==> src/rtl/hds_pkg.sv <==
// Shared types, constants and fixed-point helpers of the diffusion stencil.
// Used by the top, hds_ctrl, hds_dp and the testbench; depends on nothing.
`default_nettype none
package hds_pkg;

	localparam int MAX_WIDTH = 512;
	localparam int FRAC_BITS = 16;
	localparam int DATA_W    = 32;
	localparam int COL_W     = $clog2(MAX_WIDTH);
	localparam int LINE_AW   = COL_W + 1;
	localparam int GW_W      = 10;
	localparam int GH_W      = 16;

	localparam logic signed [63:0] FX_RND =
		(FRAC_BITS > 0) ? (64'sd1 <<< ((FRAC_BITS > 0) ? FRAC_BITS - 1 : 0)) : 64'sd0;
	localparam logic signed [63:0] S32_MAX = 64'sd2147483647;
	localparam logic signed [63:0] S32_MIN = -64'sd2147483648;

	typedef enum logic [1:0] {
		REG_GRID_WIDTH  = 2'd0,
		REG_GRID_HEIGHT = 2'd1,
		REG_TIME_STEP   = 2'd2
	} hds_reg_t;

	typedef enum logic [3:0] {
		ST_IDLE,
		ST_READ,
		ST_WR_HELD,
		ST_WR_IN,
		ST_PREP,
		ST_MUL,
		ST_POST,
		ST_FINAL,
		ST_SHIFT
	} hds_state_t;

	// multiplier operand pairs
	typedef enum logic [2:0] {
		SRC_Q_M,
		SRC_T_HS,
		SRC_T_SD,
		SRC_TS_PM,
		SRC_T_PN,
		SRC_T_DIV
	} hds_src_t;

	typedef struct packed {
		logic signed [DATA_W-1:0] tracer_value;
		logic signed [DATA_W-1:0] diffusivity;
		logic signed [DATA_W-1:0] layer_thickness;
		logic signed [DATA_W-1:0] inv_dx;
		logic signed [DATA_W-1:0] inv_dy;
		logic signed [DATA_W-1:0] u_face_metric;
		logic signed [DATA_W-1:0] v_face_metric;
	} hds_cell_t;

	typedef struct packed {
		logic              we;
		logic [1:0]        index;
		logic [DATA_W-1:0] data;
	} hds_cfg_wr_t;

	typedef struct packed {
		logic             load;
		logic             rd;
		logic [1:0]       rd_sel;
		logic             cap;
		logic [1:0]       cap_sel;
		logic             wr_held;
		logic             wr_in;
		logic             prep;
		logic [1:0]       flux;
		logic             mul;
		hds_src_t         src;
		logic             post;
		logic             acc;
		logic             fin;
		logic             shift;
		logic [COL_W-1:0] col;
		logic             par;
		logic             done;
	} hds_cmd_t;

	typedef struct packed {
		logic out_busy;
	} hds_stat_t;

	function automatic logic signed [DATA_W-1:0] sat32(input logic signed [63:0] v);
		logic signed [DATA_W-1:0] r;
		if (v > S32_MAX) r = S32_MAX[DATA_W-1:0];
		else if (v < S32_MIN) r = S32_MIN[DATA_W-1:0];
		else r = v[DATA_W-1:0];
		return r;
	endfunction

	// round, floor-shift by the fraction width, saturate
	function automatic logic signed [DATA_W-1:0] fx_post(input logic signed [63:0] p);
		logic signed [63:0] r;
		r = (p + FX_RND) >>> FRAC_BITS;
		return sat32(r);
	endfunction

endpackage
`default_nettype wire

==> src/rtl/hds_ctrl.sv <==
// Sequencer of the stencil: raster counters, geometry registers, item state machine.
// Depends on hds_pkg.
`default_nettype none
module hds_ctrl (
	input  wire logic                clk,
	input  wire logic                arst_n,
	input  wire logic                cell_valid,
	output      logic                cell_ready,
	input  wire hds_pkg::hds_cfg_wr_t cfg_wr,
	input  wire hds_pkg::hds_stat_t  stat,
	output      hds_pkg::hds_cmd_t   cmd
);
	hds_pkg::hds_state_t state_q, state_d;
	logic [hds_pkg::GW_W-1:0]  grid_width_q;
	logic [hds_pkg::GH_W-1:0]  grid_height_q;
	logic [hds_pkg::COL_W-1:0] col_q, col_item_q;
	logic [hds_pkg::GH_W-1:0]  row_q;
	logic                      par_q, last_q, compute_q, done_q;
	logic [2:0]                flux_q, flux_d;
	logic [1:0]                sub_q, sub_d;
	logic [2:0]                rc_q, rc_d;

	logic [hds_pkg::COL_W:0]   w_eff;
	logic [hds_pkg::GH_W-1:0]  h_eff;
	logic [hds_pkg::COL_W-1:0] c_eff;
	logic                      last_c, accept, geo_wr;

	// clamp geometry
	always_comb begin
		if (grid_width_q < hds_pkg::GW_W'(3)) w_eff = (hds_pkg::COL_W+1)'(3);
		else if (32'(grid_width_q) > hds_pkg::MAX_WIDTH)
			w_eff = (hds_pkg::COL_W+1)'(hds_pkg::MAX_WIDTH);
		else w_eff = (hds_pkg::COL_W+1)'(grid_width_q);
		h_eff = (grid_height_q < hds_pkg::GH_W'(3)) ? hds_pkg::GH_W'(3) : grid_height_q;
		c_eff = ({1'b0, col_q} >= w_eff) ? hds_pkg::COL_W'(w_eff - 1'b1) : col_q;
		last_c = ({1'b0, c_eff} == w_eff - 1'b1);
	end

	assign accept = cell_valid && cell_ready;
	assign geo_wr = cfg_wr.we && (cfg_wr.index == hds_pkg::REG_GRID_WIDTH ||
		cfg_wr.index == hds_pkg::REG_GRID_HEIGHT);

	// geometry registers and raster counters
	always_ff @(posedge clk or negedge arst_n) begin
		if (!arst_n) begin
			grid_width_q  <= hds_pkg::GW_W'(512);
			grid_height_q <= hds_pkg::GH_W'(512);
			col_q         <= '0;
			row_q         <= '0;
		end else begin
			if (cfg_wr.we && cfg_wr.index == hds_pkg::REG_GRID_WIDTH)
				grid_width_q <= cfg_wr.data[hds_pkg::GW_W-1:0];
			if (cfg_wr.we && cfg_wr.index == hds_pkg::REG_GRID_HEIGHT)
				grid_height_q <= cfg_wr.data[hds_pkg::GH_W-1:0];
			if (geo_wr) begin
				col_q <= '0;
				row_q <= '0;
			end else if (accept) begin
				if (last_c) begin
					col_q <= '0;
					row_q <= ((17'(row_q) + 17'd1) >= 17'(h_eff)) ? '0 : row_q + 1'b1;
				end else begin
					col_q <= c_eff + 1'b1;
				end
			end
		end
	end

	// latch what the item needs
	always_ff @(posedge clk) begin
		if (accept) begin
			col_item_q <= c_eff;
			par_q      <= row_q[0];
			last_q     <= last_c;
			compute_q  <= (row_q >= hds_pkg::GH_W'(2)) && (c_eff >= hds_pkg::COL_W'(2));
			done_q     <= (row_q == h_eff - 1'b1) && last_c;
		end
	end

	// state and step counters
	always_ff @(posedge clk or negedge arst_n) begin
		if (!arst_n) begin
			state_q <= hds_pkg::ST_IDLE;
			flux_q  <= '0;
			sub_q   <= '0;
			rc_q    <= '0;
		end else begin
			state_q <= state_d;
			flux_q  <= flux_d;
			sub_q   <= sub_d;
			rc_q    <= rc_d;
		end
	end

	// next state and commands
	always_comb begin
		state_d     = state_q;
		flux_d      = flux_q;
		sub_d       = sub_q;
		rc_d        = rc_q;
		cell_ready  = 1'b0;
		cmd         = '0;
		cmd.src     = hds_pkg::SRC_Q_M;
		cmd.col     = col_item_q;
		cmd.par     = par_q;
		cmd.done    = done_q;
		cmd.flux    = flux_q[1:0];
		cmd.rd_sel  = rc_q[1:0];
		cmd.cap_sel = 2'(rc_q - 3'd1);
		unique case (state_q)
			hds_pkg::ST_IDLE: begin
				cell_ready = 1'b1;
				if (accept) begin
					cmd.load = 1'b1;
					flux_d   = '0;
					sub_d    = '0;
					rc_d     = '0;
					if ((row_q >= hds_pkg::GH_W'(2)) && (c_eff >= hds_pkg::COL_W'(2)))
						state_d = hds_pkg::ST_READ;
					else if (c_eff != '0) state_d = hds_pkg::ST_WR_HELD;
					else state_d = hds_pkg::ST_SHIFT;
				end
			end
			hds_pkg::ST_READ: begin
				cmd.rd  = (rc_q < 3'd4);
				cmd.cap = (rc_q != 3'd0);
				rc_d    = rc_q + 3'd1;
				if (rc_q == 3'd4) state_d = hds_pkg::ST_WR_HELD;
			end
			hds_pkg::ST_WR_HELD: begin
				cmd.wr_held = 1'b1;
				if (last_q) state_d = hds_pkg::ST_WR_IN;
				else state_d = compute_q ? hds_pkg::ST_PREP : hds_pkg::ST_SHIFT;
			end
			hds_pkg::ST_WR_IN: begin
				cmd.wr_in = 1'b1;
				state_d   = compute_q ? hds_pkg::ST_PREP : hds_pkg::ST_SHIFT;
			end
			hds_pkg::ST_PREP: begin
				cmd.prep = 1'b1;
				state_d  = hds_pkg::ST_MUL;
			end
			hds_pkg::ST_MUL: begin
				cmd.mul = 1'b1;
				if (flux_q == 3'd4) begin
					unique case (sub_q)
						2'd0:    cmd.src = hds_pkg::SRC_TS_PM;
						2'd1:    cmd.src = hds_pkg::SRC_T_PN;
						default: cmd.src = hds_pkg::SRC_T_DIV;
					endcase
				end else begin
					unique case (sub_q)
						2'd0:    cmd.src = hds_pkg::SRC_Q_M;
						2'd1:    cmd.src = hds_pkg::SRC_T_HS;
						default: cmd.src = hds_pkg::SRC_T_SD;
					endcase
				end
				state_d = hds_pkg::ST_POST;
			end
			hds_pkg::ST_POST: begin
				cmd.post = 1'b1;
				cmd.acc  = (flux_q != 3'd4) && (sub_q == 2'd2);
				if (sub_q != 2'd2) begin
					sub_d   = sub_q + 2'd1;
					state_d = hds_pkg::ST_MUL;
				end else begin
					sub_d = '0;
					if (flux_q == 3'd4) begin
						state_d = hds_pkg::ST_FINAL;
					end else begin
						flux_d  = flux_q + 3'd1;
						state_d = (flux_q == 3'd3) ? hds_pkg::ST_MUL : hds_pkg::ST_PREP;
					end
				end
			end
			hds_pkg::ST_FINAL: begin
				// hold until the output register is free
				if (!stat.out_busy) begin
					cmd.fin = 1'b1;
					state_d = hds_pkg::ST_SHIFT;
				end
			end
			hds_pkg::ST_SHIFT: begin
				cmd.shift = 1'b1;
				state_d   = hds_pkg::ST_IDLE;
			end
			default: state_d = hds_pkg::ST_IDLE;
		endcase
	end

	a_fin_free: assert property (@(posedge clk) disable iff (!arst_n)
		cmd.fin |-> !stat.out_busy) else $error("result issued over a held result");
	a_accept_leaves: assert property (@(posedge clk) disable iff (!arst_n)
		accept |=> state_q != hds_pkg::ST_IDLE) else $error("accepted cell not worked");
	a_flux_range: assert property (@(posedge clk) disable iff (!arst_n)
		flux_q <= 3'd4) else $error("flux step out of range");
endmodule
`default_nettype wire

==> config.mk <==
export PLATFORM = sky130hd
export DESIGN_NAME = hds_ctrl
export DESIGN_NICKNAME = d
export VERILOG_FILES = /design/src/rtl/hds_pkg.sv /design/src/rtl/hds_ctrl.sv
export SDC_FILE = /design/constraint.sdc
export NUM_CORES = 1
export LEC_CHECK = 0
export CAP_MARGIN = 25
export CORE_UTILIZATION = 65
export DETAILED_ROUTE_END_ITERATION = 8
export DONT_BUFFER_PORTS = 1
export GPL_TIMING_DRIVEN = 1
export HOLD_SLACK_MARGIN = 0.12
export PLACE_DENSITY = 0.81
export SLEW_MARGIN = 25
export SYNTH_ARGS = -nofsm -noshare
export SYNTH_HDL_FRONTEND = slang
export SYNTH_SLANG_ARGS = --single-unit
==> constraint.sdc <==
create_clock -name clk -period 5.4 [get_ports clk]
set_input_delay 0.54 -clock clk [delete_from_list [all_inputs] [get_ports clk]]
set_output_delay 0.54 -clock clk [all_outputs]
set_load 0.05 [all_outputs]
# Yosys cells after proc, flatten, opt, wreduce, memory -nomap -nowiden
# Cells that the tools add are included.
classes:
  magnitude_cmp: 8
  n_addsub: 9
  mux: 46
  reduce_logical: 22
  eq_ne: 23
ops:
  columns: ["operator", "count"]
  rows:
  - ["2-to-1 mux 16 bit", 5]
  - ["2-to-1 mux 4 bit", 9]
  - ["2-to-1 mux 9 bit", 4]
  - ["one-hot mux 4 bit (8 select lines)", 1]
  - ["2-to-1 mux 10 bit", 2]
  - ["one-hot mux 3 bit (2 select lines)", 3]
  - ["adder 16 x 1 -> 17 bit (second input constant)", 1]
  - [">= comparator 17 x 16 -> 1 bit", 1]
  - ["adder 16 x 1 -> 16 bit (second input constant)", 1]
  - ["== test 16 bit", 1]
  - ["== test 4 x 3 -> 1 bit (second input constant)", 4]
  - [">= comparator 16 x 2 -> 1 bit (second input constant)", 1]
  - ["less-than comparator 16 x 2 -> 1 bit (second input constant)", 1]
  - ["subtractor 16 x 1 -> 16 bit (second input constant)", 1]
  - ["2-to-1 mux 1 bit", 12]
  - ["2-to-1 mux 3 bit", 4]
  - ["inequality test 2 bit (second input constant)", 6]
  - ["== test 9 x 10 -> 1 bit", 1]
  - [">= comparator 9 x 10 -> 1 bit", 1]
  - ["> comparator 10 bit (second input constant)", 1]
  - ["less-than comparator 10 x 2 -> 1 bit (second input constant)", 1]
  - ["subtractor 10 x 1 -> 10 bit (second input constant)", 1]
  - ["adder 9 x 1 -> 9 bit (second input constant)", 1]
  - [">= comparator 9 x 2 -> 1 bit (second input constant)", 1]
  - ["other kinds (24)", 44]
word_totals:
  register_bits: 76
  input_bits: 39

# Logic depth before layout (Yosys ltp)
logic_depth:
  depth_word: 10
  depth_mapped: 21
  mapped_depth_nobuf: 19

# Worst setup path after synthesis
# No wires, ideal clock.
synth_timing:
  path_kind: "reg-to-reg"
  from: "reg grid_width_q[9] (netlist bit)"
  to: "reg col_q[8] (netlist bit)"
  required_time_ns: 5.317
  t_arrival_ns: 4.266
  setup_time_ns: 0.083
  stages_incl_launch_ff: 22
  setup_slack_ns: 1.052
  period_less_slack_ns: 4.348
  cell_sequence: "dfstp_2 > clkbuf_1 > buf_2 > clkbuf_1 > or2_2 > inv_1 > ha_1 > nand2b_1 > a2111oi_0 > or4_1 > a21oi_1 > clkbuf_1 > nor2_1 > a21oi_1 > inv_1 > ha_1 > nand2_1 > nor2_1 > mux2i_1 > a21oi_1 > xnor2_1 > o21ai_0"
synth_between:
  elab_chain_cells: 9
  elab_cells_between_ends: 12
  classes_between: "add/sub: 2; order compare: 3; eq/ne: 1; mux: 6"
synth_lines:
  columns: ["element", "line", "text"]
  rows:
  - ["start, declared", "hds_ctrl.sv:14", "logic [hds_pkg::GW_W-1:0] grid_width_q;"]
  - ["start signal, assigned", "hds_ctrl.sv:46", "grid_width_q <= hds_pkg::GW_W'(512);"]
  - ["start signal, assigned", "hds_ctrl.sv:52", "grid_width_q <= cfg_wr.data[hds_pkg::GW_W-1:0];"]
  - ["> comparator 10 bit", "hds_ctrl.sv:31", "else if (32'(grid_width_q) > hds_pkg::MAX_WIDTH)"]
  - ["2-to-1 mux 10 bit", "hds_ctrl.sv:31", null]
  - ["2-to-1 mux 10 bit *", "hds_ctrl.sv:30", "if (grid_width_q < hds_pkg::GW_W'(3)) w_eff = (hds_pkg::COL_W+1)'(3);"]
  - ["subtractor 10 x 1 -> 10 bit / >= comparator 9 x 10 -> 1 bit (equally long branches)", "hds_ctrl.sv:36, hds_ctrl.sv:35", null]
  - ["2-to-1 mux 9 bit *", "hds_ctrl.sv:35", "c_eff = ({1'b0, col_q} >= w_eff) ? hds_pkg::COL_W'(w_eff - 1'b1) : col_q;"]
  - ["named net c_eff, one bit", "hds_ctrl.sv:25", "logic [hds_pkg::COL_W-1:0] c_eff;"]
  - ["adder 9 x 1 -> 9 bit / == test 9 x 10 -> 1 bit (equally long branches)", "hds_ctrl.sv:63, hds_ctrl.sv:36", null]
  - ["2-to-1 mux 9 bit *", "hds_ctrl.sv:59", "if (last_c) begin"]
  - ["2-to-1 mux 9 bit *", "hds_ctrl.sv:58", "end else if (accept) begin"]
  - ["2-to-1 mux 9 bit *", "hds_ctrl.sv:55", "if (geo_wr) begin"]
  - ["end signal, assigned", "hds_ctrl.sv:63", "col_q <= c_eff + 1'b1;"]
  - ["end, declared", "hds_ctrl.sv:16", "logic [hds_pkg::COL_W-1:0] col_q, col_item_q;"]
# Mark *: on every way through the listed nets, which the timed path passes. The rest lies on a longest branch. The select of a mux whose other input is x is not followed.
# A chain may end at the register's enable or synchronous reset.

# Final worst setup path
layout_timing:
  from: "reg row_q[0] (netlist bit)"
  to: "reg row_q[10] (netlist bit)"
layout_between:
  elab_chain_cells: 6
  elab_cells_between_ends: 7
  classes_between: "add/sub: 2; order compare: 1; mux: 4"
layout_lines:
  columns: ["element", "line", "text"]
  rows:
  - ["start, declared", "hds_ctrl.sv:17", "logic [hds_pkg::GH_W-1:0] row_q;"]
  - ["start signal, assigned", "hds_ctrl.sv:61", "row_q <= ((17'(row_q) + 17'd1) >= 17'(h_eff)) ? '0 : row_q + 1'b1;"]
  - ["adder 16 x 1 -> 17 bit", "hds_ctrl.sv:61", null]
  - [">= comparator 17 x 16 -> 1 bit", "hds_ctrl.sv:61", null]
  - ["2-to-1 mux 16 bit *", "hds_ctrl.sv:61", null]
  - ["2-to-1 mux 16 bit *", "hds_ctrl.sv:59", null]
  - ["2-to-1 mux 16 bit *", "hds_ctrl.sv:58", null]
  - ["2-to-1 mux 16 bit *", "hds_ctrl.sv:55", null]
# Every way passes the cells marked *; elsewhere a longest branch is shown, timed or not. The select of a mux whose other input is x is not followed.

==> results.toml <==
[cells_and_area]
area_growth_syn_to_layout_pct = 5.09
drive_gt1_share_pct = 12.2
final_cell_area_um2 = 5970
antenna_cells = 0
multi_input_comb_area_um2 = 3360
fillCellCount = 639
fin_nets = 692
register_area_um2 = 1970

[synth]
ys_seq_area_share_pct = 34.7
ys_types = 60
netlist_instances = 638
ys_async_sr_fraction_pct = 82.9
synth_seq_cells = 76
synthFlopType = "dfrtp_1"
syn_area_um2 = 5680
yosysWarnings = 0
synthesis.nets = 713
syn_avg_cell_area_um2 = 8.90
synth-edff-count = 13

[sta]
hold_viol_final = 0
slew_headroom_pct = 31.3
fin_crit_ns = 4.84
finalSetupViolCount = 0
worst_pin_slew_ns = 1.03
rsz0062_at_grt = "no"
fin_crit_sh_pct = 89.7
timing.fmax_mhz = 207
fin_tns_setup_ns = 0
fin_worst_skew_ns = 0.0172
maxSlewViolCount = 0

[grt]
grt_max_degree = 64
grt_usage_pct = 29.9
grt_pass1_wl_mm = 20.9
grt_pass1_vias = 4420
grt_antenna_before_repair = 0
grt_overflow_total = 0

[route]
viasPerCell = 6.52
dr.pass1.iters = 5
final_antenna_net_count = 0
vias = 4738
wl_per_cell_um = 18.0
wl_mm = 13.1
drcViolationCount = 0
dr.first_iter.drc_count = 354

[worst_setup_path]
start_kind = "flip-flop"
worst_ep_required_time_ns = 5.66
path_max_fanout = 9
cp.arrival_ns = 5.10
cp-end-kind = "flip-flop"
path_class = "flip-flop to flip-flop"

[placement]
place_area_um2 = 5690
dp_hpwl_mm = 9.62
io_buffers = 0
gp_congestion = 0.925

[clock_tree]
cts_sinks = 76
cts_setup_buffers = 0
clkTransAtPathRegs_ns = 0.09
insertion_delay_ns = 0.36
cts_tree = "done"
numCtsBuffers = 9
cts_resized = 0
h-tree-depth = 3
postCtsHoldBufs = 2
cts_root_buf = "clkbuf_8"
cts_buffer_depth = 2

[worst_hold_path]
holdCritPathClass = "input port to flip-flop"

[floorplan]
start_util_pct = 68.1
die_h_um = 95.5
die_x_um = 95.5
pin_count = 71
dieArea_um2 = 9110
num_rows = 33
core_um2 = 8340

[pwr]
power.density_nw_per_um2 = 451
ir_drop_mv = 0.256
power_leakage_nw = 2.57

[job]
maxCapViolations = 0

[outcome]
status = "finished, final reports clean"
[sequential cells by signal (all words and copies together) (netlist names)]
name,count
col_item_q,9
col_q,9
compute_q,1
done_q,1
flux_q,3
grid_height_q,16
grid_width_q,10
last_q,1
par_q,1
rc_q,3
row_q,16
state_q,4
sub_q,2
[through the flow]
step           setup slack [ns]  util [%]  hold slack [ns]  total power, mW  cells
2_1_floorplan              1.05         -            0.244             1.91    638
3_3_place_gp              0.725      68.3            0.246             2.09    709
3_5_place_dp              0.620      68.3            0.247             2.14    709
4_1_cts                   0.620      71.5            0.322             2.68    727
5_1_grt                   0.124      71.5            0.319             2.86    727
6_report                  0.559      71.5            0.327             2.69    727
[final timing paths]
kind / cells past startpoint / end / from / slack (ns)
worst max-delay path: 15 / row_q[10]$_DFFE_PN0P_ / row_q[0]$_DFFE_PN0P_ / 0.56
worst min-delay path: 1 / grid_height_q[6]$_DFFE_PN0P_ / cfg_wr[6] / 0.33
worst max register to register: 15 / row_q[10]$_DFFE_PN0P_ / row_q[0]$_DFFE_PN0P_ / 0.56
worst min register to register: 2 / flux_q[2]$_DFFE_PN0P_ / flux_q[2]$_DFFE_PN0P_ / 0.52
max in group asynchronous: 2 / grid_width_q[9]$_DFFE_PN1P_ / arst_n / 4.37
min in group asynchronous: 2 / row_q[12]$_DFFE_PN0P_ / arst_n / 0.71
[synth_stat cells (all sizes together) (2+ instances only)]
cell | n | area, µm²
dfrtp | 61 | 1530
nand2 | 46 | 173
inv | 45 | 169
o21ai | 39 | 195
ha | 36 | 450
clkbuf | 32 | 120
mux2 | 32 | 360
nor2 | 32 | 120
nand3 | 28 | 140
nor3 | 27 | 135
a21oi | 25 | 129
nand2b | 22 | 138
xnor2 | 20 | 175
xor2 | 19 | 166
nor4 | 14 | 87.6
edfxtp | 13 | 390
buf | 11 | 85.1
nor2b | 11 | 68.8
o31ai | 10 | 88.8
nand4 | 8 | 50.1
or4 | 8 | 63.8
a21o | 7 | 52.6
o211ai | 6 | 45.0
o22ai | 6 | 37.5
or2 | 6 | 37.5
or3 | 6 | 37.5
a211oi | 5 | 37.5
a31oi | 5 | 31.3
and3 | 5 | 31.3
a22o | 4 | 35.0
and2 | 4 | 25.0
mux2i | 4 | 40.0
nor3b | 4 | 30.0
o2111ai | 4 | 35.0
o21a | 4 | 30.0
and4 | 3 | 26.3
o31a | 3 | 26.3
o41ai | 3 | 48.8
a2111oi | 2 | 17.5
a21boi | 2 | 15.0
dfstp | 2 | 52.6
nand3b | 2 | 15.0
nor4b | 2 | 32.5
o32ai | 2 | 17.5
[layout make-up]
cell class              instances  share of cell area (%)
clock inverters                 5                    1.38
multi-input cells             474                    56.3
inverters                      45                    2.83
well taps                     105                    2.20
flip-flops and latches         76                    33.0
clock buffers                  11                    2.56
repair buffers                 11                    1.76
[placed cells by master, fill, tap and decap left out, types with 8 or more instances in the layout]
| master | n |
|---|---|
| mux2_2 | 32 |
| ha_1 | 36 |
| nand2b_1 | 22 |
| nand4_1 | 8 |
| o21ai_0 | 39 |
| buf_4 | 9 |
| xor2_1 | 19 |
| xnor2_1 | 20 |
| nor2b_1 | 11 |
| o31ai_1 | 9 |
| nor4_1 | 12 |
| dfrtp_1 | 61 |
| nand2_1 | 46 |
| edfxtp_1 | 13 |
| a21oi_1 | 24 |
| clkbuf_8 | 9 |
| inv_1 | 45 |
| nor2_1 | 32 |
| nor3_1 | 25 |
| nand3_1 | 28 |
[power by group]
part           switching (mW)  total (mW)  internal, mW
sequential              0.318        1.05         0.736
clock                   0.230       0.520         0.290
combinational           0.684        1.12         0.432
[critical path: stages, from the launching register on]
cell and delay, ns:
dfrtp_1 0.50, ha_1 0.33, nand4_1 0.24, or3_1 0.53
nor2_1 0.32, nand3_1 0.14, xnor2_1 0.21, ha_1 0.27
nand3_1 0.12, nor3_1 0.08, nor3b_1 0.15, a2111oi_0 0.38
o211ai_1 0.39, or2_2 0.48, or2_1 0.35, o31ai_1 0.25
[cell families after synthesis]
kind of cell,Yosys count,synth area share [%]
simple gates,230,21.7
fa+ha+maj,36,7.93
xor+xnor,40,6.41
mux,36,7.05
buf+inv,88,6.59
compound gates,132,15.7
flops,76,34.7
[per-layer routing]
| layer | routed length, µm | up-vias | GRT usage, % |
|---|---|---|---|
| li1 | - | 2247 | - |
| met2 | 6060 | 187 | 47.6 |
| met5 | 0 | - | 0 |
| met3 | 969 | 20 | 5.98 |
| met4 | 159 | 0 | 8.33 |
| met1 | 5870 | 2284 | 41.5 |
Power figures use the tool's default switching activity.
